File: src/rtl/core/wsm_pkg.sv
// Shared types, constants and wheel helpers for the wheel sieve start block.
// Used by wsm_divider, wsm_mulsat and wheel_sieve_start_multiple.
`timescale 1ns / 1ps

package wsm_pkg;

    localparam int PRIME_W = 32;
    localparam int START_W = 64;
    localparam int MOD_W   = 5;
    localparam int STEP_W  = 3;

    localparam logic [MOD_W-1:0] WHEEL_MOD = 5'd30;

    // Divider results handed to the sequencer
    typedef struct packed {
        logic               done;
        logic [START_W-1:0] quot;
        logic               rem_nz;
        logic [MOD_W-1:0]   q_mod;
        logic [MOD_W-1:0]   p_mod;
    } div_res_t;

    // Multiplier results handed to the sequencer
    typedef struct packed {
        logic               done;
        logic [START_W-1:0] product;
        logic               ovf;
    } mul_res_t;

    // Distance from a residue mod 30 up to the nearest residue at or above it that is coprime to 30
    function automatic logic [STEP_W-1:0] wheel_step(input logic [MOD_W-1:0] r);
        logic [STEP_W-1:0] s;
        unique case (r)
            5'd0, 5'd6, 5'd10, 5'd12, 5'd16, 5'd18, 5'd22, 5'd28: s = 3'd1;
            5'd5, 5'd9, 5'd15, 5'd21, 5'd27:                      s = 3'd2;
            5'd4, 5'd8, 5'd14, 5'd20, 5'd26:                      s = 3'd3;
            5'd3, 5'd25:                                          s = 3'd4;
            5'd2, 5'd24:                                          s = 3'd5;
            default:                                              s = 3'd0;
        endcase
        return s;
    endfunction

    // One MSB-first digit of a running mod-30 reduction: (2r + b) mod 30
    function automatic logic [MOD_W-1:0] mod30_shift(input logic [MOD_W-1:0] r,
                                                     input logic b);
        logic [MOD_W:0] t;
        t = {r, b};
        if (t >= {1'b0, WHEEL_MOD}) begin
            t = t - {1'b0, WHEEL_MOD};
        end
        return t[MOD_W-1:0];
    endfunction

endpackage

File: src/rtl/core/wsm_divider.sv
// Restoring radix-2 divider, 64-bit dividend by 32-bit divisor, one bit per cycle.
// Also reduces the quotient and the divisor mod 30 as their bits go by. Uses wsm_pkg.
`timescale 1ns / 1ps

module wsm_divider (
    input  logic                              aclk,
    input  logic                              aresetn,
    input  logic                              start,
    input  logic [wsm_pkg::START_W-1:0]       dividend,
    input  logic [wsm_pkg::PRIME_W-1:0]       divisor,
    output wsm_pkg::div_res_t                 res
);
    import wsm_pkg::*;

    localparam int CNT_W = $clog2(START_W);

    logic               busy_reg;
    logic               done_reg;
    logic [CNT_W-1:0]   cnt_reg;
    logic [START_W-1:0] dq_reg;
    logic [PRIME_W-1:0] rem_reg;
    logic [PRIME_W-1:0] div_reg;
    logic [PRIME_W-1:0] psh_reg;
    logic [MOD_W-1:0]   qm_reg;
    logic [MOD_W-1:0]   pm_reg;

    logic [PRIME_W:0]   trial;
    logic [PRIME_W:0]   diff;
    logic               ge;

    // Shared subtract/compare of the partial remainder
    assign trial = {rem_reg, dq_reg[START_W-1]};
    assign ge    = (trial >= {1'b0, div_reg});
    assign diff  = trial - {1'b0, div_reg};

    // Control
    always_ff @(posedge aclk) begin
        if (!aresetn) begin
            busy_reg <= 1'b0;
            done_reg <= 1'b0;
            cnt_reg  <= '0;
        end else begin
            done_reg <= 1'b0;
            if (start) begin
                busy_reg <= 1'b1;
                cnt_reg  <= '0;
            end else if (busy_reg) begin
                cnt_reg <= cnt_reg + 1'b1;
                if (cnt_reg == CNT_W'(START_W - 1)) begin
                    busy_reg <= 1'b0;
                    done_reg <= 1'b1;
                end
            end
        end
    end

    // Datapath: quotient bit in, remainder update, mod-30 tracking
    always_ff @(posedge aclk) begin
        if (start) begin
            dq_reg  <= dividend;
            rem_reg <= '0;
            div_reg <= divisor;
            psh_reg <= divisor;
            qm_reg  <= '0;
            pm_reg  <= '0;
        end else if (busy_reg) begin
            dq_reg  <= {dq_reg[START_W-2:0], ge};
            rem_reg <= ge ? diff[PRIME_W-1:0] : trial[PRIME_W-1:0];
            qm_reg  <= mod30_shift(qm_reg, ge);
            // divisor bits go by during the first half only
            if (cnt_reg < CNT_W'(PRIME_W)) begin
                pm_reg  <= mod30_shift(pm_reg, psh_reg[PRIME_W-1]);
                psh_reg <= {psh_reg[PRIME_W-2:0], 1'b0};
            end
        end
    end

    assign res.done   = done_reg;
    assign res.quot   = dq_reg;
    assign res.rem_nz = (rem_reg != '0);
    assign res.q_mod  = qm_reg;
    assign res.p_mod  = pm_reg;

    // Remainder is always below the divisor
    a_rem_lt_div: assert property (@(posedge aclk) disable iff (!aresetn)
        done_reg |-> (rem_reg < div_reg))
        else $error("divider remainder not below divisor");

    // Done follows the last busy cycle
    a_done_after_busy: assert property (@(posedge aclk) disable iff (!aresetn)
        done_reg |-> !busy_reg && $past(busy_reg))
        else $error("divider done without a preceding busy cycle");

    // Start is never issued mid-division
    a_no_restart: assert property (@(posedge aclk) disable iff (!aresetn)
        busy_reg |-> !start)
        else $error("divider restarted while busy");

endmodule

File: src/rtl/core/wsm_mulsat.sv
// 64 x 32 multiply with overflow detect, two passes through one 32 x 32 multiplier.
// Saturation is applied by the caller from the overflow flag. Uses wsm_pkg.
`timescale 1ns / 1ps

module wsm_mulsat (
    input  logic                              aclk,
    input  logic                              aresetn,
    input  logic                              start,
    input  logic [wsm_pkg::START_W-1:0]       mult,
    input  logic [wsm_pkg::PRIME_W-1:0]       prime,
    output wsm_pkg::mul_res_t                 res
);
    import wsm_pkg::*;

    localparam int HALF_W = START_W / 2;

    typedef enum logic [1:0] {
        MUL_IDLE,
        MUL_LO,
        MUL_HI,
        MUL_SUM
    } mul_state_t;

    mul_state_t                 state_reg;
    logic                       done_reg;
    logic [START_W-1:0]         a_reg;
    logic [PRIME_W-1:0]         b_reg;
    logic [HALF_W+PRIME_W-1:0]  lo_reg;
    logic [HALF_W+PRIME_W-1:0]  hi_reg;
    logic [START_W-1:0]         prod_reg;
    logic                       ovf_reg;

    logic [HALF_W-1:0]          op_a;
    logic [HALF_W+PRIME_W-1:0]  mprod;
    logic [HALF_W+PRIME_W:0]    sum;

    // Shared multiplier: low half first, then high half
    assign op_a  = (state_reg == MUL_LO) ? a_reg[HALF_W-1:0] : a_reg[START_W-1:HALF_W];
    assign mprod = op_a * b_reg;

    // Combine partial products; bits above 64 mean overflow
    assign sum = {1'b0, hi_reg} + {{(HALF_W+1){1'b0}}, lo_reg[HALF_W+PRIME_W-1:HALF_W]};

    always_ff @(posedge aclk) begin
        if (!aresetn) begin
            state_reg <= MUL_IDLE;
            done_reg  <= 1'b0;
        end else begin
            done_reg <= 1'b0;
            unique case (state_reg)
                MUL_IDLE: begin
                    if (start) begin
                        a_reg     <= mult;
                        b_reg     <= prime;
                        state_reg <= MUL_LO;
                    end
                end
                MUL_LO: begin
                    lo_reg    <= mprod;
                    state_reg <= MUL_HI;
                end
                MUL_HI: begin
                    hi_reg    <= mprod;
                    state_reg <= MUL_SUM;
                end
                MUL_SUM: begin
                    prod_reg  <= {sum[HALF_W-1:0], lo_reg[HALF_W-1:0]};
                    ovf_reg   <= (sum[HALF_W+PRIME_W:HALF_W] != '0);
                    done_reg  <= 1'b1;
                    state_reg <= MUL_IDLE;
                end
                default: state_reg <= MUL_IDLE;
            endcase
        end
    end

    assign res.done    = done_reg;
    assign res.product = prod_reg;
    assign res.ovf     = ovf_reg;

    // Done follows start through the MUL_LO, MUL_HI and MUL_SUM states, in that order
    a_done_timing: assert property (@(posedge aclk) disable iff (!aresetn)
        (start && state_reg == MUL_IDLE) |=> ##2 (state_reg == MUL_SUM) ##1 done_reg)
        else $error("multiplier done timing broken");

    // Start only arrives when idle
    a_start_idle: assert property (@(posedge aclk) disable iff (!aresetn)
        start |-> (state_reg == MUL_IDLE))
        else $error("multiplier started while busy");

    // No overflow with a zero high half
    a_ovf_hi_zero: assert property (@(posedge aclk) disable iff (!aresetn)
        (state_reg == MUL_SUM && a_reg[START_W-1:HALF_W] == '0) |=> !ovf_reg)
        else $error("overflow flagged for a 32-bit multiplier");

endmodule

File: src/rtl/core/wheel_sieve_start_multiple.sv
// Top level of the mod-30 wheel sieve start offset block: sequencer and output register.
// Instantiates wsm_divider and wsm_mulsat; uses wsm_pkg.
//
// Use:
//   Input stream (s_): one transaction carries a sieving prime and a segment
//   start value; a start of zero selects the prime's square. Output stream
//   (m_): one transaction per input with the first multiple of the prime at
//   or after the start, multiplier >= prime and coprime to 30, the multiplier
//   mod 30, and an overflow flag in m_tuser (first multiple then reads all
//   ones). A zero prime returns multiple 0, residue 1, no overflow.
// Processing order:
//   from an input transaction to m_tvalid an item passes the bit-serial
//   divider (one quotient bit per cycle) and its done flag, rounding up and
//   clamping to the prime, the wheel step, the two-pass 64 x 32 multiply and
//   its done flag (skipped if the wheel step overflows), and the load of the
//   output register. s_tready is high only while idle, so one item is in
//   flight at a time and a new transaction is taken only once the last item
//   is in the output register. A zero prime goes straight to that load.
// Reset and stall:
//   aresetn (synchronous, active low) empties the block and drops m_tvalid.
//   A stalled receiver holds the result in the output register; the block
//   still takes and works the next item, then waits until the register frees.
`timescale 1ns / 1ps

module wheel_sieve_start_multiple (
    input  logic        aclk,
    input  logic        aresetn,
    input  logic        s_tvalid,
    output logic        s_tready,
    input  logic [95:0] s_tdata,   // [31:0] prime, [95:32] start_value
    output logic        m_tvalid,
    input  logic        m_tready,
    output logic [71:0] m_tdata,   // [63:0] first_multiple, [68:64] multiplier_residue, pad
    output logic        m_tuser    // [0] overflow
);
    import wsm_pkg::*;

    typedef enum logic [2:0] {
        ST_IDLE,
        ST_DIV,
        ST_ADJ,
        ST_WHEEL,
        ST_MUL,
        ST_DONE
    } state_t;

    state_t             state_reg;
    logic [PRIME_W-1:0] p_reg;
    logic [START_W-1:0] mult_reg;
    logic [MOD_W-1:0]   mod_reg;
    logic [START_W-1:0] res_mult_reg;
    logic [MOD_W-1:0]   res_mod_reg;
    logic               res_ovf_reg;
    logic               m_tvalid_reg;
    logic [START_W-1:0] m_mult_reg;
    logic [MOD_W-1:0]   m_mod_reg;
    logic               m_ovf_reg;

    logic [PRIME_W-1:0] in_prime;
    logic [START_W-1:0] in_start;
    logic               s_accept;
    logic               div_start;
    logic [START_W-1:0] dividend;
    div_res_t           div_res;
    mul_res_t           mul_res;
    logic [START_W-1:0] ceil_q;
    logic [MOD_W-1:0]   ceil_mod;
    logic [STEP_W-1:0]  step;
    logic [START_W:0]   wheel_sum;
    logic [MOD_W:0]     res_sum;
    logic               mul_start;
    logic               out_free;

    assign in_prime = s_tdata[PRIME_W-1:0];
    assign in_start = s_tdata[PRIME_W+START_W-1:PRIME_W];
    assign s_tready = (state_reg == ST_IDLE);
    assign s_accept = s_tvalid && s_tready;

    // A zero start runs p / p, which then clamps to the prime itself
    assign div_start = s_accept && (in_prime != '0);
    assign dividend  = (in_start == '0) ? {{(START_W-PRIME_W){1'b0}}, in_prime} : in_start;

    wsm_divider u_div (
        .aclk     (aclk),
        .aresetn  (aresetn),
        .start    (div_start),
        .dividend (dividend),
        .divisor  (in_prime),
        .res      (div_res)
    );

    // Round the quotient up; its residue follows
    assign ceil_q   = div_res.quot + {{(START_W-1){1'b0}}, div_res.rem_nz};
    assign ceil_mod = !div_res.rem_nz ? div_res.q_mod :
                      (div_res.q_mod == WHEEL_MOD - 5'd1) ? '0 : div_res.q_mod + 5'd1;

    // Wheel step: raise to the nearest multiplier at or above that is coprime to 30
    assign step      = wheel_step(mod_reg);
    assign wheel_sum = {1'b0, mult_reg} + {{(START_W-STEP_W+1){1'b0}}, step};
    assign res_sum   = {1'b0, mod_reg} + {{(MOD_W-STEP_W+1){1'b0}}, step};
    assign mul_start = (state_reg == ST_WHEEL) && !wheel_sum[START_W];

    wsm_mulsat u_mul (
        .aclk    (aclk),
        .aresetn (aresetn),
        .start   (mul_start),
        .mult    (wheel_sum[START_W-1:0]),
        .prime   (p_reg),
        .res     (mul_res)
    );

    assign out_free = !m_tvalid_reg || m_tready;

    // Sequencer and output register
    always_ff @(posedge aclk) begin
        if (!aresetn) begin
            state_reg    <= ST_IDLE;
            m_tvalid_reg <= 1'b0;
        end else begin
            // valid set on load, cleared on the output transaction
            if (state_reg == ST_DONE && out_free) begin
                m_tvalid_reg <= 1'b1;
            end else if (m_tvalid_reg && m_tready) begin
                m_tvalid_reg <= 1'b0;
            end
            unique case (state_reg)
                ST_IDLE: begin
                    if (s_accept) begin
                        p_reg <= in_prime;
                        if (in_prime == '0) begin
                            res_mult_reg <= '0;
                            res_mod_reg  <= 5'd1;
                            res_ovf_reg  <= 1'b0;
                            state_reg    <= ST_DONE;
                        end else begin
                            state_reg <= ST_DIV;
                        end
                    end
                end
                ST_DIV: begin
                    if (div_res.done) begin
                        state_reg <= ST_ADJ;
                    end
                end
                ST_ADJ: begin
                    // at least the prime itself
                    if (ceil_q < {{(START_W-PRIME_W){1'b0}}, p_reg}) begin
                        mult_reg <= {{(START_W-PRIME_W){1'b0}}, p_reg};
                        mod_reg  <= div_res.p_mod;
                    end else begin
                        mult_reg <= ceil_q;
                        mod_reg  <= ceil_mod;
                    end
                    state_reg <= ST_WHEEL;
                end
                ST_WHEEL: begin
                    res_mod_reg <= (res_sum >= {1'b0, WHEEL_MOD}) ?
                                   res_sum[MOD_W-1:0] - WHEEL_MOD : res_sum[MOD_W-1:0];
                    if (wheel_sum[START_W]) begin
                        res_mult_reg <= '1;
                        res_ovf_reg  <= 1'b1;
                        state_reg    <= ST_DONE;
                    end else begin
                        state_reg <= ST_MUL;
                    end
                end
                ST_MUL: begin
                    if (mul_res.done) begin
                        res_mult_reg <= mul_res.ovf ? '1 : mul_res.product;
                        res_ovf_reg  <= mul_res.ovf;
                        state_reg    <= ST_DONE;
                    end
                end
                ST_DONE: begin
                    if (out_free) begin
                        m_mult_reg   <= res_mult_reg;
                        m_mod_reg    <= res_mod_reg;
                        m_ovf_reg    <= res_ovf_reg;
                        state_reg    <= ST_IDLE;
                    end
                end
                default: state_reg <= ST_IDLE;
            endcase
        end
    end

    assign m_tvalid = m_tvalid_reg;
    assign m_tdata  = {3'b000, m_mod_reg, m_mult_reg};
    assign m_tuser  = m_ovf_reg;

    // Overflow always comes with a saturated multiple
    a_ovf_saturates: assert property (@(posedge aclk) disable iff (!aresetn)
        (m_tvalid && m_tuser) |-> (m_tdata[63:0] == 64'hFFFF_FFFF_FFFF_FFFF))
        else $error("overflow result not saturated");

    // Residue is coprime to 30
    a_residue_coprime: assert property (@(posedge aclk) disable iff (!aresetn)
        m_tvalid |-> (m_tdata[68:64] == 5'd1 || m_tdata[68:64] == 5'd7 ||
                      m_tdata[68:64] == 5'd11 || m_tdata[68:64] == 5'd13 ||
                      m_tdata[68:64] == 5'd17 || m_tdata[68:64] == 5'd19 ||
                      m_tdata[68:64] == 5'd23 || m_tdata[68:64] == 5'd29))
        else $error("multiplier residue not coprime to 30");

    // One item in flight: busy right after an input transaction
    a_busy_after_accept: assert property (@(posedge aclk) disable iff (!aresetn)
        s_accept |=> !s_tready)
        else $error("input taken again while an item is in flight");

endmodule
File: config.mk
export PLATFORM = sky130hd
export DESIGN_NAME = wheel_sieve_start_multiple
export DESIGN_NICKNAME = d
export VERILOG_FILES = /design/src/rtl/core/wsm_pkg.sv /design/src/rtl/core/wsm_divider.sv /design/src/rtl/core/wsm_mulsat.sv /design/src/rtl/core/wheel_sieve_start_multiple.sv
export SDC_FILE = /design/constraint.sdc
export NUM_CORES = 2
export LEC_CHECK = 0
export BUFFER_PORTS_ARGS = -buffer_cell sky130_fd_sc_hd__buf_2
export CORE_AREA = 4 4 326 328
export CTS_BUF_LIST = sky130_fd_sc_hd__clkbuf_8
export CTS_CLUSTER_DIAMETER = 50
export DETAILED_ROUTE_END_ITERATION = 7
export DIE_AREA = 0 0 330 332
export PLACE_DENSITY_LB_ADDON = 0.2
export SETUP_SLACK_MARGIN = 0.1
export SLEW_MARGIN = 20
export SYNTH_ARGS = -nofsm -noshare
export SYNTH_HDL_FRONTEND = slang
export SYNTH_SLANG_ARGS = --single-unit
File: constraint.sdc
create_clock -name aclk -period 10.3 [get_ports aclk]
set_input_delay 2.06 -clock aclk [delete_from_list [all_inputs] [get_ports aclk]]
set_output_delay 2.06 -clock aclk [all_outputs]
set_load 0.05 [all_outputs]
==> out/metrics.yaml <==
max-slew-margin-rel_pct: 23.7
initial_core_util_pct: 64.8
synth.top_cell.area_share_pct: 29.5
viasPerCell: 5.85
die_area_mm2: 0.110
synth_cells: 6493
crit_top_cell: "fa_1"
fin_crit_ns: 9.68
gp_congestion: 0.939
clock-sinks: 718
dp_hpwl_mm: 135
grt_pass1_vias: 49007
ys_seq_area_share_pct: 31.3
numCtsBuffers: 112
synth_area_mm2: 0.0669
wl_per_cell_um: 21.6
end_kind: "flop"
tightest_slew_ns: 1.14
synth.avg_cell_area_um2: 10.3
routed_wl_mm: 174
synth_edf_count: 658
whs_ns: 0.384
first_pass_iters: 6
clk_latency_ns: 0.81
drv_cap: 0
grt_use_met3_pct: 5.76
synth-seq-cells: 718
nets: 7940
finish.utilization_pct: 69.0
grt_use_met2_pct: 51.7
grt_use_met1_pct: 43.1
fin_setup_tns_ns: 0
status: "finished, final reports clean"
grt-busiest-layer: "met2"
grt_antenna_before_repair: 3
synth-compound-area-share_pct: 6.73
path_max_fanout: 33
fp.coreArea_mm2: 0.103
maxSlewViolCount: 0
yosys-top-cells-area: "edfxtp_1 30%, fa_1 27%, ha_1 7.1%"
synth_mux_area_share_pct: 0.960
clock.fmax_ghz: 0.103
num_vias: 47031
root_buffer: "clkbuf_8"
cp_slowest_cell: "mux2_2"
min_path_type: "flop to flop"
io_buffers: 171
h-tree-depth: 3
skew_ns: 0.0684
die_w_um: 330
cts_tree: "built"
crit_required_ns: 10.83
ys.flop_type: "edfxtp_1"
critPathLaunchType: "flop"
async_flop_share_pct: 0
postCtsSetupBuffers: 0
setup-violations-final: 0
worst-setup-path-type: "flop to flop"
hold_viol: 0
io-pin-count: 175
area_growth_pct: 6.48
synth_xor_area_share_pct: 3.26
grt_max_degree: 88
rsz0062_at_grt: "false"
hold_buffers: 0
synth.largest_area_cell: "edfxtp_1"
drc: 0
grt_overflow: 0
drive_gt1_share_pct: 7.44
synth_warnings: 0
clk_pin_slew_ns: 0.06
antenna_left: 0
yosys.area_share.simple_pct: 16.2
synth_top_family_by_area: "adder cells"
cp_slowest_stage_delay_ns: 0.80
drtIter0Drc: 4031
fp-row-count: 118
synth.lib_cells_used.distinct: 84
die_h_um: 332
grt_first_pass_wirelength_mm: 273
worstPathArrival_ns: 10.21
synthAdderAreaFrac_pct: 34.0
cts_resized: 0
cts_buffer_depth: 3
fin_crit_sh_pct: 94.0
track_usage_pct: 32.4
-- cells in the final DEF (no fill, tap or decap), types with 12 or more instances in the layout --
cell / count
mux2i_1: 18
nor3_1: 53
mux2_2: 41
xor2_1: 81
buf_2: 171
inv_1: 1063
nor4_1: 53
a211oi_1: 23
and3_1: 50
ha_1: 378
or3_1: 17
clkinv_2: 12
dfxtp_1: 59
nor2_1: 174
nor2b_1: 28
o21ai_0: 148
o21bai_1: 15
and2_1: 602
o21a_1: 19
a21o_1: 156
or2_2: 21
nand2_1: 860
a31oi_1: 38
clkbuf_8: 116
nand4_1: 87
and4_1: 20
clkinv_1: 24
fa_1: 900
xnor2_1: 168
nand2b_1: 38
edfxtp_1: 658
o211ai_1: 18
nand3_1: 101
a21oi_1: 205
buf_4: 85
-- critical path: cells and delay by family, from the launching register on --
family | cells | cell delay [ns]
compound gates | 7 | 1.90
xor+xnor | 1 | 0.17
fa+ha+maj | 10 | 4.85
buf+inv | 7 | 0.52
flops | 1 | 0.37
mux | 1 | 0.80
simple gates | 4 | 0.72
-- cell families (layout without fill, tap and decap cells) --
group	Yosys count	in the layout
other	1	7
AOI/OAI and AO/OA	711	711
xor gates and xnor gates	249	249
DFF	718	718
muxes	59	59
buffers and inverters	1327	1488
adders and majority gates	1278	1278
and+or+nand+nor	2150	2150
-- routing by layer --
metal / vias to the layer above / share of wire [%]
met2: 2108 / 47
met1: 23329 / 39
met4: 0 / 5.8
met5: - / 0
li1: 21085 / -
met3: 509 / 8.4
-- per-stage QoR --
stage / cells / setup WS [ns] / area, um2
2_1_floorplan: 6495 / 1.73 / 66900
3_3_place_gp: 7828 / 0.813 / 69000
3_5_place_dp: 7828 / 0.814 / 69000
4_1_cts: 8036 / 0.771 / 71200
5_1_grt: 8039 / 0.255 / 71200
6_report: 8040 / 0.618 / 71200
-- synth_stat cells, types with 19 or more instances --
cell,instances
inv_1,1022
fa_1,900
nand2_1,862
edfxtp_1,658
and2_1,607
ha_1,378
clkbuf_1,283
a21oi_1,206
nor2_1,176
xnor2_1,168
a21o_1,156
o21ai_0,148
nand3_1,101
nand4_1,87
xor2_1,81
dfxtp_1,60
nor4_1,55
nor3_1,53
and3_1,51
mux2_2,41
a31oi_1,38
nand2b_1,38
nor2b_1,28
a211oi_1,23
or2_2,22
and4_1,20
o21a_1,19
-- final timing paths --
kind / start / end / slack (ns) / cells after the start
setup / recovery: u_mul.state_reg[1]$_SDFFE_PN0P_ / u_mul.hi_reg[63]$_DFFE_PP_ / 0.62 / 30
hold / removal: res_mult_reg[54]$_DFFE_PP_ / m_mult_reg[54]$_DFFE_PP_ / 0.38 / 0
setup reg to reg: u_mul.state_reg[1]$_SDFFE_PN0P_ / u_mul.hi_reg[63]$_DFFE_PP_ / 0.62 / 30
hold reg to reg: res_mult_reg[54]$_DFFE_PP_ / m_mult_reg[54]$_DFFE_PP_ / 0.38 / 0
-- layout make-up --
type                       count  area (um2)
antenna                        4        10.0
clock buffer                 116        1600
clock inverter                92         613
fill                        7758       32000
inverter                    1023        3840
multi-input combinational   4450       41000
sequential                   718       21000
tap                         1380        1730
timing repair buffer         257        1510
Power is left out: the tool's default activity adds up to more than one toggle a clock period on the data nets, which glitch-free logic cannot reach.
